**config.mk**
```make
export PLATFORM = sky130hd
export DESIGN_NAME = pid_differential_pwm
export DESIGN_NICKNAME = d
export VERILOG_FILES = /design/src/rtl/pdp_pkg.sv /design/src/rtl/pid_differential_pwm.sv /design/src/rtl/pdp_queue.sv /design/src/rtl/pdp_front.sv /design/src/rtl/pdp_back.sv
export VERILOG_INCLUDE_DIRS = /design/src /design/src/rtl
export SDC_FILE = /design/constraint.sdc
export NUM_CORES = 2
export LEC_CHECK = 0
export BUFFER_PORTS_ARGS = -buffer_cell sky130_fd_sc_hd__buf_4
export CELL_PAD_IN_SITES_DETAIL_PLACEMENT = 0
export CELL_PAD_IN_SITES_GLOBAL_PLACEMENT = 1
export CORE_MARGIN = 8
export CORE_UTILIZATION = 35
export DETAILED_ROUTE_END_ITERATION = 8
export HOLD_SLACK_MARGIN = 0.12
export PLACE_DENSITY = 0.62
export SLEW_MARGIN = 40
export SYNTH_ARGS = -nofsm -noshare
export SYNTH_HDL_FRONTEND = slang
export SYNTH_SLANG_ARGS = --single-unit
```
**constraint.sdc**
```tcl
create_clock -name clk -period 15.3 [get_ports clk]
set_clock_uncertainty 0.2 [all_clocks]
set_input_delay 0 -clock clk [delete_from_list [all_inputs] [get_ports clk]]
set_output_delay 0 -clock clk [all_outputs]
set_load 0.03 [all_outputs]
```
**src/rtl/pid_differential_pwm_defines.svh**
```systemverilog
// Assertion macros shared by the PID differential PWM modules.
// Depends on nothing; the using module must have clk and rst_n in scope.
`ifndef PID_DIFFERENTIAL_PWM_DEFINES_SVH
`define PID_DIFFERENTIAL_PWM_DEFINES_SVH
`ifndef NO_ASSERTIONS
// Same-cycle implication, disabled while reset is asserted.
`define PDP_ASSERT_IMPL(label, ante, cons, msg) \
    label: assert property (@(posedge clk) disable iff (!rst_n) (ante) |-> (cons)) \
        else $error(msg);
// Next-cycle implication, disabled while reset is asserted.
`define PDP_ASSERT_NEXT(label, ante, cons, msg) \
    label: assert property (@(posedge clk) disable iff (!rst_n) (ante) |=> (cons)) \
        else $error(msg);
`else
`define PDP_ASSERT_IMPL(label, ante, cons, msg)
`define PDP_ASSERT_NEXT(label, ante, cons, msg)
`endif
`endif

```
**src/rtl/pdp_pkg.sv**
```systemverilog
// Types, widths and constants of the PID differential PWM controller.
// Used by the top module, the front end and the back end; depends on nothing.
package pdp_pkg;

    // Field widths
    localparam int ANGLE_W    = 8;
    localparam int CMD_W      = 8;
    localparam int GAIN_W     = 16;
    localparam int LIMIT_W    = 20;
    localparam int DUTY_W     = 8;
    localparam int CFG_IDX_W  = 3;
    localparam int CFG_DATA_W = 20;

    // Datapath widths
    localparam int ERR_W   = 9;   // error, -255..255
    localparam int DIFF_W  = 10;  // error difference, -510..510
    localparam int ACC_W   = 21;  // clamped integral, |A| < 2^20
    localparam int ASUM_W  = 22;  // integral before clamping
    localparam int PK_W    = 26;  // kp * e
    localparam int PI_W    = 38;  // ki * A
    localparam int PD_W    = 27;  // kd * (e - p)
    localparam int NUM_W   = 39;  // output numerator
    localparam int DIV_SHIFT = 11;  // 10240 = 5 * 2^11
    localparam int QF_W    = NUM_W - DIV_SHIFT;
    localparam int Q_W     = 11;
    localparam int MAG_W   = 9;
    localparam int RECIP_W = 16;
    localparam int RECIP_SHIFT = 18;
    localparam int SUMD_W  = 10;

    // Beyond this quotient the output saturates both duties anyway
    localparam logic [Q_W-1:0]     Q_CAP      = 11'd1280;
    localparam logic [MAG_W-1:0]   MAG_CAP    = 9'd256;
    // ceil(2^18 / 5); exact floor division by five below Q_CAP
    localparam logic [RECIP_W-1:0] RECIP_FIVE = 16'd52429;
    localparam logic [DUTY_W-1:0]  DUTY_MAX   = 8'd255;

    // Request kinds and command characters
    localparam logic       REQ_ANGLE   = 1'b0;
    localparam logic       REQ_COMMAND = 1'b1;
    localparam logic [CMD_W-1:0] CMD_ENABLE  = 8'h31;
    localparam logic [CMD_W-1:0] CMD_DISABLE = 8'h30;

    // Register reset values
    localparam logic [GAIN_W-1:0]         KP_RESET     = 16'd102;
    localparam logic [GAIN_W-1:0]         KI_RESET     = 16'd51;
    localparam logic [GAIN_W-1:0]         KD_RESET     = 16'd26;
    localparam logic signed [ANGLE_W-1:0] TARGET_RESET = 8'sd0;
    localparam logic [DUTY_W-1:0]         BASE_RESET   = 8'd80;
    localparam logic [LIMIT_W-1:0]        LIMIT_RESET  = 20'd4000;

    typedef enum logic [CFG_IDX_W-1:0] {
        REG_KP     = 3'd0,
        REG_KI     = 3'd1,
        REG_KD     = 3'd2,
        REG_TARGET = 3'd3,
        REG_BASE   = 3'd4,
        REG_LIMIT  = 3'd5
    } pdp_reg_idx_t;

    typedef struct packed {
        logic [GAIN_W-1:0]         kp;
        logic [GAIN_W-1:0]         ki;
        logic [GAIN_W-1:0]         kd;
        logic signed [ANGLE_W-1:0] target;
        logic [DUTY_W-1:0]         base;
        logic [LIMIT_W-1:0]        limit;
    } pdp_cfg_t;

    // One classified operation for the back end
    typedef struct packed {
        logic                    upd;    // angle sample: advance the PID state
        logic                    drive;  // duties follow the PID output
        logic signed [ERR_W-1:0] err;
    } pdp_op_t;

    typedef struct packed {
        logic    valid;
        pdp_op_t op;
    } pdp_enq_t;

    typedef struct packed {
        logic [DUTY_W-1:0] left;
        logic [DUTY_W-1:0] right;
    } pdp_result_t;

endpackage

```
**src/rtl/pid_differential_pwm.sv**
```systemverilog
// Each result passes the operation queue, registers s1 to s4 and the result queue.
// Throughput: one request per cycle, sustained while results are popped as fast.
// The rate is set by the integral update loop in the back end.
// Reset (rst_n, asynchronous, active low) disables the motors, clears the PID
// state and loads the default gains, setpoint, base duty and integral limit.
module pid_differential_pwm
    import pdp_pkg::*;
#(
    parameter int MID_DEPTH = 2,
    parameter int OUT_DEPTH = 8
) (
    input  logic                         clk,
    input  logic                         rst_n,
    // Request side
    input  logic                         push,
    output logic                         full,
    input  logic                         req_type,
    input  logic signed [ANGLE_W-1:0]    angle,
    input  logic [CMD_W-1:0]             command_byte,
    // Result side
    output logic                         empty,
    input  logic                         pop,
    output logic [DUTY_W-1:0]            left_duty,
    output logic [DUTY_W-1:0]            right_duty,
    // Register write channel
    input  logic                         cfg_valid,
    output logic                         cfg_ready,
    input  logic [CFG_IDX_W-1:0]         cfg_index,
    input  logic [CFG_DATA_W-1:0]        cfg_data
);

    // The block is split into a front end that decodes each request transfer
    // and a back end that runs the PID arithmetic. A short operation queue
    // between them lets either side stall on its own. Commands that only
    // change the enable flag never reach the back end; a disable command and
    // every angle sample do, each producing exactly one result.

    pdp_cfg_t    cfg_reg, cfg_next;
    pdp_enq_t    fr_enq;
    pdp_op_t     mid_op;
    logic        mid_empty;
    logic        mid_pop;
    pdp_result_t res;

    // Register writes are always taken, in no order against requests in flight;
    // the user must let them arrive only while the block is idle, which the block
    // does not enforce. Indices past the end of the register list are dropped.
    assign cfg_ready = 1'b1;

    always_comb
    begin
        cfg_next = cfg_reg;
        if (cfg_valid && cfg_ready)
        begin
            case (pdp_reg_idx_t'(cfg_index))
                REG_KP:     cfg_next.kp     = cfg_data[GAIN_W-1:0];
                REG_KI:     cfg_next.ki     = cfg_data[GAIN_W-1:0];
                REG_KD:     cfg_next.kd     = cfg_data[GAIN_W-1:0];
                REG_TARGET: cfg_next.target = $signed(cfg_data[ANGLE_W-1:0]);
                REG_BASE:   cfg_next.base   = cfg_data[DUTY_W-1:0];
                REG_LIMIT:  cfg_next.limit  = cfg_data[LIMIT_W-1:0];
                default:    cfg_next        = cfg_reg;
            endcase
        end
    end

    always_ff @(posedge clk or negedge rst_n)
    begin
        if (!rst_n)
        begin
            cfg_reg.kp     <= KP_RESET;
            cfg_reg.ki     <= KI_RESET;
            cfg_reg.kd     <= KD_RESET;
            cfg_reg.target <= TARGET_RESET;
            cfg_reg.base   <= BASE_RESET;
            cfg_reg.limit  <= LIMIT_RESET;
        end
        else
        begin
            cfg_reg <= cfg_next;
        end
    end

    // Front end: full is simply the operation queue being full, so every
    // request, even an ignored command byte, waits for space there.
    pdp_front u_front (
        .clk          (clk),
        .rst_n        (rst_n),
        .push         (push),
        .q_full       (full),
        .req_type     (req_type),
        .angle        (angle),
        .command_byte (command_byte),
        .target       (cfg_reg.target),
        .enq          (fr_enq)
    );

    pdp_queue #(
        .WIDTH ($bits(pdp_op_t)),
        .DEPTH (MID_DEPTH)
    ) u_op_queue (
        .clk     (clk),
        .rst_n   (rst_n),
        .wr_en   (fr_enq.valid),
        .wr_data (fr_enq.op),
        .rd_en   (mid_pop),
        .rd_data (mid_op),
        .empty   (mid_empty),
        .full    (full),
        .count   ()
    );

    // Back end: pipelined arithmetic feeding the result queue, whose head
    // is presented directly on the result ports.
    pdp_back #(
        .OUT_DEPTH (OUT_DEPTH)
    ) u_back (
        .clk       (clk),
        .rst_n     (rst_n),
        .cfg       (cfg_reg),
        .op_empty  (mid_empty),
        .op_data   (mid_op),
        .op_pop    (mid_pop),
        .res_pop   (pop),
        .res_empty (empty),
        .res_data  (res)
    );

    assign left_duty  = res.left;
    assign right_duty = res.right;

endmodule

```
**src/rtl/pdp_queue.sv**
```systemverilog
// Small synchronous FIFO with first-word fall-through read and occupancy count.
// Stand-alone; used for the operation queue and the result queue.
module pdp_queue #(
    parameter int WIDTH = 16,
    parameter int DEPTH = 2
) (
    input  logic                         clk,
    input  logic                         rst_n,
    input  logic                         wr_en,
    input  logic [WIDTH-1:0]             wr_data,
    input  logic                         rd_en,
    output logic [WIDTH-1:0]             rd_data,
    output logic                         empty,
    output logic                         full,
    output logic [$clog2(DEPTH+1)-1:0]   count
);

    localparam int AW = $clog2(DEPTH);
    localparam int CW = $clog2(DEPTH + 1);

    logic [WIDTH-1:0] data_mem [DEPTH];
    logic [AW-1:0]    wr_ptr_reg, wr_ptr_next;
    logic [AW-1:0]    rd_ptr_reg, rd_ptr_next;
    logic [CW-1:0]    count_reg, count_next;
    logic             do_wr, do_rd;

    assign empty = (count_reg == '0);
    assign full  = (count_reg == CW'(DEPTH));
    assign count = count_reg;
    assign do_wr = wr_en && !full;
    assign do_rd = rd_en && !empty;
    assign rd_data = data_mem[rd_ptr_reg];

    always_comb
    begin
        wr_ptr_next = wr_ptr_reg;
        rd_ptr_next = rd_ptr_reg;
        if (do_wr)
        begin
            wr_ptr_next = (wr_ptr_reg == AW'(DEPTH - 1)) ? '0 : wr_ptr_reg + 1'b1;
        end
        if (do_rd)
        begin
            rd_ptr_next = (rd_ptr_reg == AW'(DEPTH - 1)) ? '0 : rd_ptr_reg + 1'b1;
        end
        count_next = count_reg + CW'(do_wr) - CW'(do_rd);
    end

    always_ff @(posedge clk or negedge rst_n)
    begin
        if (!rst_n)
        begin
            wr_ptr_reg <= '0;
            rd_ptr_reg <= '0;
            count_reg  <= '0;
        end
        else
        begin
            wr_ptr_reg <= wr_ptr_next;
            rd_ptr_reg <= rd_ptr_next;
            count_reg  <= count_next;
        end
    end

    always_ff @(posedge clk)
    begin
        if (do_wr)
        begin
            data_mem[wr_ptr_reg] <= wr_data;
        end
    end

endmodule

```
**src/rtl/pdp_front.sv**
```systemverilog
// Front end: accepts requests, decodes commands, tracks the enable flag.
// Depends on pdp_pkg; feeds the operation queue.
module pdp_front
    import pdp_pkg::*;
(
    input  logic                         clk,
    input  logic                         rst_n,
    input  logic                         push,
    input  logic                         q_full,
    input  logic                         req_type,
    input  logic signed [ANGLE_W-1:0]    angle,
    input  logic [CMD_W-1:0]             command_byte,
    input  logic signed [ANGLE_W-1:0]    target,
    output pdp_enq_t                     enq
);

    logic enabled_reg, enabled_next;
    logic accept;

    assign accept = push && !q_full;

    always_comb
    begin
        enabled_next  = enabled_reg;
        enq.valid     = 1'b0;
        enq.op.upd    = 1'b0;
        enq.op.drive  = 1'b0;
        enq.op.err    = $signed({target[ANGLE_W-1], target})
                      - $signed({angle[ANGLE_W-1], angle});
        if (accept)
        begin
            if (req_type == REQ_COMMAND)
            begin
                if (command_byte == CMD_ENABLE)
                begin
                    enabled_next = 1'b1;
                end
                else if (command_byte == CMD_DISABLE)
                begin
                    // Disabling yields one result with both duties at zero.
                    enabled_next = 1'b0;
                    enq.valid    = 1'b1;
                end
            end
            else
            begin
                enq.valid    = 1'b1;
                enq.op.upd   = 1'b1;
                enq.op.drive = enabled_reg;
            end
        end
    end

    always_ff @(posedge clk or negedge rst_n)
    begin
        if (!rst_n)
        begin
            enabled_reg <= 1'b0;
        end
        else
        begin
            enabled_reg <= enabled_next;
        end
    end

endmodule

```
**src/rtl/pdp_back.sv**
```systemverilog
// Back end: PID state update, gain products, output scaling and duty mixing,
// ending in the result queue. Depends on pdp_pkg, pdp_queue and the macro header.
`include "pid_differential_pwm_defines.svh"
module pdp_back
    import pdp_pkg::*;
#(
    parameter int OUT_DEPTH = 8
) (
    input  logic          clk,
    input  logic          rst_n,
    input  pdp_cfg_t      cfg,
    input  logic          op_empty,
    input  pdp_op_t       op_data,
    output logic          op_pop,
    input  logic          res_pop,
    output logic          res_empty,
    output pdp_result_t   res_data
);

    localparam int CW     = $clog2(OUT_DEPTH + 1);
    localparam int CRED_W = ((CW > 3) ? CW : 3) + 1;

    // PID state
    logic signed [ERR_W-1:0] prev_err_reg, prev_err_next;
    logic signed [ACC_W-1:0] acc_reg, acc_next;

    // Pipeline valid and control
    logic s1_valid_reg, s2_valid_reg, s3_valid_reg, s4_valid_reg;
    logic s1_drive_reg, s2_drive_reg, s3_drive_reg, s4_drive_reg;

    // Pipeline payload
    logic signed [ERR_W-1:0]  s1_err_reg;
    logic signed [DIFF_W-1:0] s1_diff_reg;
    logic signed [ACC_W-1:0]  s1_acc_reg;
    logic signed [PK_W-1:0]   s2_pk_reg;
    logic signed [PI_W-1:0]   s2_pi_reg;
    logic signed [PD_W-1:0]   s2_pd_reg;
    logic signed [NUM_W-1:0]  s3_num_reg;
    logic [Q_W-1:0]           s4_q_reg;
    logic                     s4_cap_reg;
    logic                     s4_neg_reg;

    logic signed [ASUM_W-1:0] acc_sum;
    logic signed [ASUM_W-1:0] lim_hi, lim_lo;
    logic signed [ACC_W-1:0]  lim_pos, lim_neg;
    logic signed [NUM_W-1:0]  pk_ext, pd_ext, num_next;
    logic [NUM_W-1:0]         num_mag;
    logic [QF_W-1:0]          q_full;
    logic [Q_W+RECIP_W-1:0]   recip_prod;
    logic [MAG_W-1:0]         u_mag;
    logic [SUMD_W-1:0]        duty_up;
    logic signed [SUMD_W-1:0] duty_dn;
    logic [DUTY_W-1:0]        sat_up, sat_dn;
    pdp_result_t              res_next;

    logic                     ofifo_full;
    logic [CW-1:0]            ofifo_count;
    logic [CRED_W-1:0]        credit_used;

    // An operation enters only when the result queue has room for it and for
    // everything already in flight, so the pipeline never has to stall.
    assign credit_used = CRED_W'(ofifo_count)
                       + CRED_W'($countones({s1_valid_reg, s2_valid_reg,
                                             s3_valid_reg, s4_valid_reg}));
    assign op_pop = !op_empty && (credit_used < CRED_W'(OUT_DEPTH));

    // Stage 1: trapezoidal integral with clamp
    assign lim_hi  = $signed({2'b00, cfg.limit});
    assign lim_lo  = -lim_hi;
    assign lim_pos = $signed({1'b0, cfg.limit});
    assign lim_neg = -lim_pos;
    assign acc_sum = ASUM_W'(acc_reg) + ASUM_W'(op_data.err) + ASUM_W'(prev_err_reg);

    always_comb
    begin
        prev_err_next = prev_err_reg;
        acc_next      = acc_reg;
        if (op_pop && op_data.upd)
        begin
            prev_err_next = op_data.err;
            if (acc_sum > lim_hi)
            begin
                acc_next = lim_pos;
            end
            else if (acc_sum < lim_lo)
            begin
                acc_next = lim_neg;
            end
            else
            begin
                acc_next = acc_sum[ACC_W-1:0];
            end
        end
    end

    // Stage 3: numerator 40*kp*e + ki*A + 800*kd*(e-p)
    assign pk_ext   = NUM_W'(s2_pk_reg);
    assign pd_ext   = NUM_W'(s2_pd_reg);
    assign num_next = (pk_ext <<< 5) + (pk_ext <<< 3) + NUM_W'(s2_pi_reg)
                    + (pd_ext <<< 9) + (pd_ext <<< 8) + (pd_ext <<< 5);

    // Stage 4: magnitude divided by 2^11, truncation toward zero
    assign num_mag = s3_num_reg[NUM_W-1] ? NUM_W'(-s3_num_reg) : NUM_W'(s3_num_reg);
    assign q_full  = num_mag[NUM_W-1:DIV_SHIFT];

    // Stage 5: divide by five and mix into the two duties
    assign recip_prod = (Q_W + RECIP_W)'(s4_q_reg) * (Q_W + RECIP_W)'(RECIP_FIVE);
    assign u_mag   = s4_cap_reg ? MAG_CAP : recip_prod[RECIP_SHIFT +: MAG_W];
    assign duty_up = {2'b00, cfg.base} + {1'b0, u_mag};
    assign duty_dn = $signed({2'b00, cfg.base}) - $signed({1'b0, u_mag});
    assign sat_up  = (duty_up > SUMD_W'(DUTY_MAX)) ? DUTY_MAX : duty_up[DUTY_W-1:0];
    assign sat_dn  = duty_dn[SUMD_W-1] ? '0 : duty_dn[DUTY_W-1:0];

    always_comb
    begin
        res_next.left  = '0;
        res_next.right = '0;
        if (s4_drive_reg)
        begin
            res_next.left  = s4_neg_reg ? sat_dn : sat_up;
            res_next.right = s4_neg_reg ? sat_up : sat_dn;
        end
    end

    always_ff @(posedge clk or negedge rst_n)
    begin
        if (!rst_n)
        begin
            prev_err_reg <= '0;
            acc_reg      <= '0;
            s1_valid_reg <= 1'b0;
            s2_valid_reg <= 1'b0;
            s3_valid_reg <= 1'b0;
            s4_valid_reg <= 1'b0;
        end
        else
        begin
            prev_err_reg <= prev_err_next;
            acc_reg      <= acc_next;
            s1_valid_reg <= op_pop;
            s2_valid_reg <= s1_valid_reg;
            s3_valid_reg <= s2_valid_reg;
            s4_valid_reg <= s3_valid_reg;
        end
    end

    always_ff @(posedge clk)
    begin
        s1_drive_reg <= op_data.drive;
        s1_err_reg   <= op_data.err;
        s1_diff_reg  <= DIFF_W'(op_data.err) - DIFF_W'(prev_err_reg);
        s1_acc_reg   <= acc_next;

        s2_drive_reg <= s1_drive_reg;
        s2_pk_reg    <= $signed({1'b0, cfg.kp}) * s1_err_reg;
        s2_pi_reg    <= $signed({1'b0, cfg.ki}) * s1_acc_reg;
        s2_pd_reg    <= $signed({1'b0, cfg.kd}) * s1_diff_reg;

        s3_drive_reg <= s2_drive_reg;
        s3_num_reg   <= num_next;

        s4_drive_reg <= s3_drive_reg;
        s4_neg_reg   <= s3_num_reg[NUM_W-1];
        s4_cap_reg   <= (q_full >= QF_W'(Q_CAP));
        s4_q_reg     <= q_full[Q_W-1:0];
    end

    pdp_queue #(
        .WIDTH ($bits(pdp_result_t)),
        .DEPTH (OUT_DEPTH)
    ) u_res_queue (
        .clk     (clk),
        .rst_n   (rst_n),
        .wr_en   (s4_valid_reg),
        .wr_data (res_next),
        .rd_en   (res_pop),
        .rd_data (res_data),
        .empty   (res_empty),
        .full    (ofifo_full),
        .count   (ofifo_count)
    );

    `PDP_ASSERT_IMPL(a_res_no_overflow, s4_valid_reg, !ofifo_full, "result written into a full queue")
    `PDP_ASSERT_IMPL(a_credit_bound, 1'b1, credit_used <= CRED_W'(OUT_DEPTH), "in-flight results exceed queue space")
    `PDP_ASSERT_NEXT(a_int_clamp, op_pop && op_data.upd, (acc_reg <= $past(lim_pos)) && (acc_reg >= $past(lim_neg)), "integral outside its limit")

endmodule
```
Word-level counts from Yosys, hierarchy flattened
Memory sizes are Yosys's and may differ from the RTL's.
Index checks and enable logic that the tools add are counted.
W data, S select, Z words.
{"block": "op_classes", "eq_ne": 11, "add_sub_neg": 26, "magnitude_cmp": 5, "n_reduce_logical": 22, "mux": 25, "mul": 4}
{"op": "$mux W21", "n": 3}
{"op": "$add A32 B38 Y39", "n": 1}
{"op": "$add A39 B32 Y39", "n": 1}
{"op": "$add A39 B35 Y39", "n": 1}
{"op": "$add A39 B36 Y39", "n": 1}
{"op": "$mux W39", "n": 1}
{"op": "$neg A39 Y39", "n": 1}
{"op": "$mul A17 B21 Y38", "n": 1}
{"op": "$add A31 B29 Y32", "n": 1}
{"op": "$mux W8", "n": 4}
{"op": "$ge A28 B11 Y1 const B", "n": 1}
{"op": "$mul A11 B16 Y27 const B", "n": 1}
{"op": "$mul A17 B10 Y27", "n": 1}
{"op": "$mul A17 B9 Y26", "n": 1}
{"op": "$add A21 B9 Y22", "n": 1}
{"op": "$add A22 B9 Y22", "n": 1}
{"op": "$gt A22 B21 Y1", "n": 1}
{"op": "$lt A22 B22 Y1", "n": 1}
{"op": "$neg A20 Y22", "n": 1}
{"op": "$neg A20 Y21", "n": 1}
{"op": "$eq A8 B6 Y1 const B", "n": 2}
{"op": "$mux W16", "n": 1}
{"op": "$eq A3 B3 Y1 const B", "n": 4}
{"op": "$reduce_and A2 Y1", "n": 6}
{"op": "other kinds (30)", "n": 55}
{"block": "totals", "ram_bits": 150, "regBits": 320, "memories": 2, "output_inout_bits": 19}
{"name": "u_back.u_res_queue.data_mem", "words": 8, "width": 16, "read_ports": 1, "rd_clocked_by_memory_dff": 0, "write_ports": 1, "line_no": "pdp_queue.sv:21", "rtl": "logic [WIDTH-1:0] data_mem [DEPTH];"}
{"name": "u_op_queue.data_mem", "words": 2, "width": 11, "read_ports": 1, "rd_clocked_by_memory_dff": 0, "write_ports": 1, "line_no": "pdp_queue.sv:21"}

Depth between registers and ports, before layout
{"block": "logic_depth", "ltp_word": 8, "ltp_mapped": 32}

By module
A second synthesis with hierarchy kept.
{"block": "hier_totals", "hier_cells": 4694, "hier_area_um2": 49221.0}
{"mod": "pdp_back", "n_inst": 1, "cells_per_inst": 4143, "area_each_um2": 38936.1}
{"mod": "pdp_queue at u_back.u_res_queue", "n_inst": 1, "cells_per_inst": 246, "area_each_um2": 5570.3}
{"mod": "pid_differential_pwm", "n_inst": 1, "cells_per_inst": 184, "area_each_um2": 3230.6}
{"mod": "pdp_queue at u_op_queue", "n_inst": 1, "cells_per_inst": 52, "area_each_um2": 996.0}
{"mod": "pdp_front", "n_inst": 1, "cells_per_inst": 69, "area_each_um2": 488.0}

Worst setup path before layout
Ideal clock, no wire load.
{"block": "synth_timing", "path_kind": "register to register", "start": "register u_back.s4_q_reg[9]", "end": "memory u_back.u_res_queue.data_mem[0][14] (data pin)", "stages_incl_launch_ff": 29, "synth_period_minus_slack_ns": 7.491, "required_time_ns": 14.817, "t_arrival_ns": 7.007, "path_buffers": 2, "slack_ns": 7.809, "setup_ns": 0.283, "path_cell_list": "dfxtp_1 -> inv_1 -> ha_1 -> fa_1 -> fa_1 -> inv_1 -> fa_1 -> inv_1 -> fa_1 -> inv_1 -> ha_1 -> a21o_1 -> a211o_1 -> o22ai_1 -> a211oi_1 -> or2_2 -> o21a_1 -> or3_1 -> ha_1 -> buf_4 -> o21bai_1 -> a21oi_1 -> o21ai_0 -> a21oi_1 -> nor2_1 -> a211oi_1 -> buf_2 -> nor3_1 -> a311oi_1"}
{"element": "start: declaration", "line_no": "pdp_back.sv:39", "rtl": "logic [Q_W-1:0] s4_q_reg;"}
{"element": "start signal: assignment", "line_no": "pdp_back.sv:165", "rtl": "s4_q_reg <= q_full[Q_W-1:0];"}
{"element": "end: declaration", "line_no": "pdp_queue.sv:21"}

==> results by group <==
Critical path
  – Reg2reg start: u_back.s4_q_reg[3]
  – Crit Path Max Fanout: 13
  – R2R depth: 29
  – Reg2reg setup slack: 6.74 ns
  – CP max stage delay: 0.64 ns
  – Family with the most delay on the worst path: adder cells
  – CP bufs+invs: 5
  – Type of the worst setup path: reg -> reg
  – Critical Path Source Type: register
  – Critical Path AT: 8.70 ns
  – WP data required: 15.45 ns
  – Kind of end point of the critical path: register
  – FF-to-FF End: u_back.u_res_queue.data_mem[4][5]
  – Crit-path most repeated cell: inv_1
  – CP max-delay cell: nor3_1

Global route
  – Gr usage total: 16.8%
  – Vias in the first global route: 35.9k
  – Overflow after GRT: 0
  – Initial antenna violation count: 6
  – First-pass GRT wire length: 204000 um
  – Pin count of the biggest net entering global routing: 78

Floorplanning
  – Die area: 0.153 mm2
  – Total core area: 0.140 mm2
  – Die Span X: 391 um
  – Initial Util: 35.3%
  – Num ports: 64
  – Core Rows: 137
  – Die height: 391 um

CTS
  – Clock Latency Late Sink: 0.66 ns
  – CTS root buf: clkbuf_16
  – Clock Sinks: 470
  – # H-tree levels: 2
  – Worst-path clk slew: 0.06 ns
  – Num CTS Buffers: 56
  – Post-CTS resize count: 0
  – TritonCTS clock tree: done
  – CTS max path bufs: 3
  – Setup Buffers After CTS: 0
  – Cts hold-fix bufs: 85

Routing
  – Number of vias per cell: 4.82
  – Post-Route WL: 126000 um
  – TritonRoute pass-1 iters: 5
  – Post-route ant nets: 0
  – DR vias: 32.9k
  – Iteration-0 DRC Markers: 1534
  – Routed WL per cell: 18.4 um
  – DRC: 0

Finish
  – Commonest non-fill, non-tap cell in the layout: inv_1
  – Max reg flops: 128
  – Area of the multi-input gates: 0.0337 mm2
  – Most frequent cells in the layout: inv_1, fa_1, ha_1
  – Final Non-Filler Cells: 6817
  – Final net count: 6135
  – Layout cells sized above 1: 8.73%
  – Area delta synth->final: 11.2%
  – Reg area: 0.0116 mm2
  – Fillers: 14.0k

Synth
  – Synth Warn #: 0
  – Avg Cell Area, Syn: 10.3 um2
  – Seq cells post-synth: 470
  – Post-synthesis sequential area ratio: 23.6%
  – EDFF count, synth: 150
  – Top_reg_cell synth: dfxtp_1
  – Syn_nets: 6044
  – Synth async-reset ratio: 28.3%
  – Unique masters post-synth: 79
  – Netlist area before placement: 0.0492 mm2
  – Post-Synthesis Cells: 4802

STA
  – Fin crit period: 8.56 ns
  – Final setup margin: 6.74 ns
  – Final hold vios: 0
  – Peak Freq: 0.117 GHz
  – Period utilization: 55.9%
  – Slew Limit Headroom: 37.7%
  – Unrepaired setup endpoints after global routing: no
  – Worst Max-Slew Pin Slew: 0.933 ns
  – Fin Setup TNS: 0 ns
  – Setup violators final: 0
  – Final Max Tran Viols: 0

Placement
  – Pre-CTS setup slack: 6.65 ns
  – Placed cell count: 6625
  – # port buffers: 62
  – DP HPWL: 98100 um
  – Routability cong.: 0.820

Min path
  – Min-Delay Path Depth: 0
  – Hold_sp: u_back.s3_drive_reg
  – Hold Path Class: reg -> reg
  – Worst hold path endpoint: u_back.s4_drive_reg

Flow run
  – Max cap viols: 0

Run status
  – Status: complete, no violations
metrics by stage:
stage	cell area [um2]	hold slack, ns	util (%)
2_1_floorplan	49200	-0.496	-
3_3_place_gp	51800	-0.0444	37.2
3_5_place_dp	51900	-0.118	37.2
4_1_cts	54700	0.126	39.2
5_1_grt	54700	0.131	39.2
6_report	54700	0.126	39.2
synthesized netlist by cell type (118+ instances only):
master / n / area share [%]
nor2_1: 118 / 0.90
edfxtp_1: 150 / 9.1
mux2_2: 121 / 2.8
nand2_1: 472 / 3.6
inv_1: 927 / 7.1
fa_1: 719 / 29
clkbuf_1: 143 / 1.1
dfxtp_1: 187 / 7.6
xnor2_1: 133 / 2.4
ha_1: 478 / 12
a21oi_1: 153 / 1.6
and2_1: 270 / 3.4
worst max-delay path by stage:
| stage | from | to | slack, ns | cells after the start |
|---|---|---|---|---|
| after floorplan | u_back.s4_q_reg[9] | u_back.u_res_queue.data_mem[0][14] | 7.81 | 28 |
| after global placement | u_back.s4_q_reg[9] | u_back.u_res_queue.data_mem[4][14] | 6.25 | 27 |
| after detailed placement | u_back.s4_q_reg[3] | u_back.u_res_queue.data_mem[1][11] | 6.65 | 29 |
| after CTS | u_back.s4_q_reg[3] | u_back.u_res_queue.data_mem[7][11] | 6.60 | 29 |
| after global routing | u_back.s4_q_reg[3] | u_back.u_res_queue.data_mem[0][4] | 6.12 | 29 |
| final | u_back.s4_q_reg[3] | u_back.u_res_queue.data_mem[4][5] | 6.74 | 29 |
final cells by class:
type / count / share of cell area, %
antenna: 2 / 0.00914
clock buffer: 74 / 2.92
clock inverter: 30 / 0.542
inverter: 927 / 6.36
multi-input combinational: 3250 / 61.6
sequential: 470 / 21.2
tap: 1876 / 4.29
timing repair buffer: 188 / 3.07
worst register-to-register path: cells and delay by family (launching register included):
kind / cells / cell delay (ns)
AO/OA/AOI/OAI: 10 / 2.84
flip-flops: 1 / 0.38
XOR/XNOR: 1 / 0.24
adder cells (fa/ha/maj): 8 / 3.08
buffers and inverters: 5 / 0.36
AND/OR/NAND/NOR: 5 / 1.16
cell families (layout without fill, tap and decap cells):
logic type / count (synthesis) / in the layout / synth area share [%]
muxes: 176 / 176 / 4.70
DFF: 470 / 470 / 23.6
xor gates and xnor gates: 184 / 184 / 3.27
other: 1 / 3 / 0.00762
buffers and inverters: 1082 / 1219 / 8.27
AOI/OAI and AO/OA: 524 / 524 / 7.08
adders and majority gates: 1197 / 1197 / 41.4
and+or+nand+nor: 1168 / 1168 / 11.7
layer usage:
layer / track usage (%) / vias to the layer above / routed length, um / share of wire (%)
met4: 3.45 / 0 / 2360 / 1.9
met5: 0 / - / 0 / 0
met1: 22.3 / 16764 / 56700 / 45
li1: - / 15522 / - / -
met2: 29.8 / 449 / 62400 / 50
met3: 1.61 / 135 / 4070 / 3.2
Power is left out: the tool's default activity adds up to more than one toggle a clock period on the data nets, which glitch-free logic cannot reach.
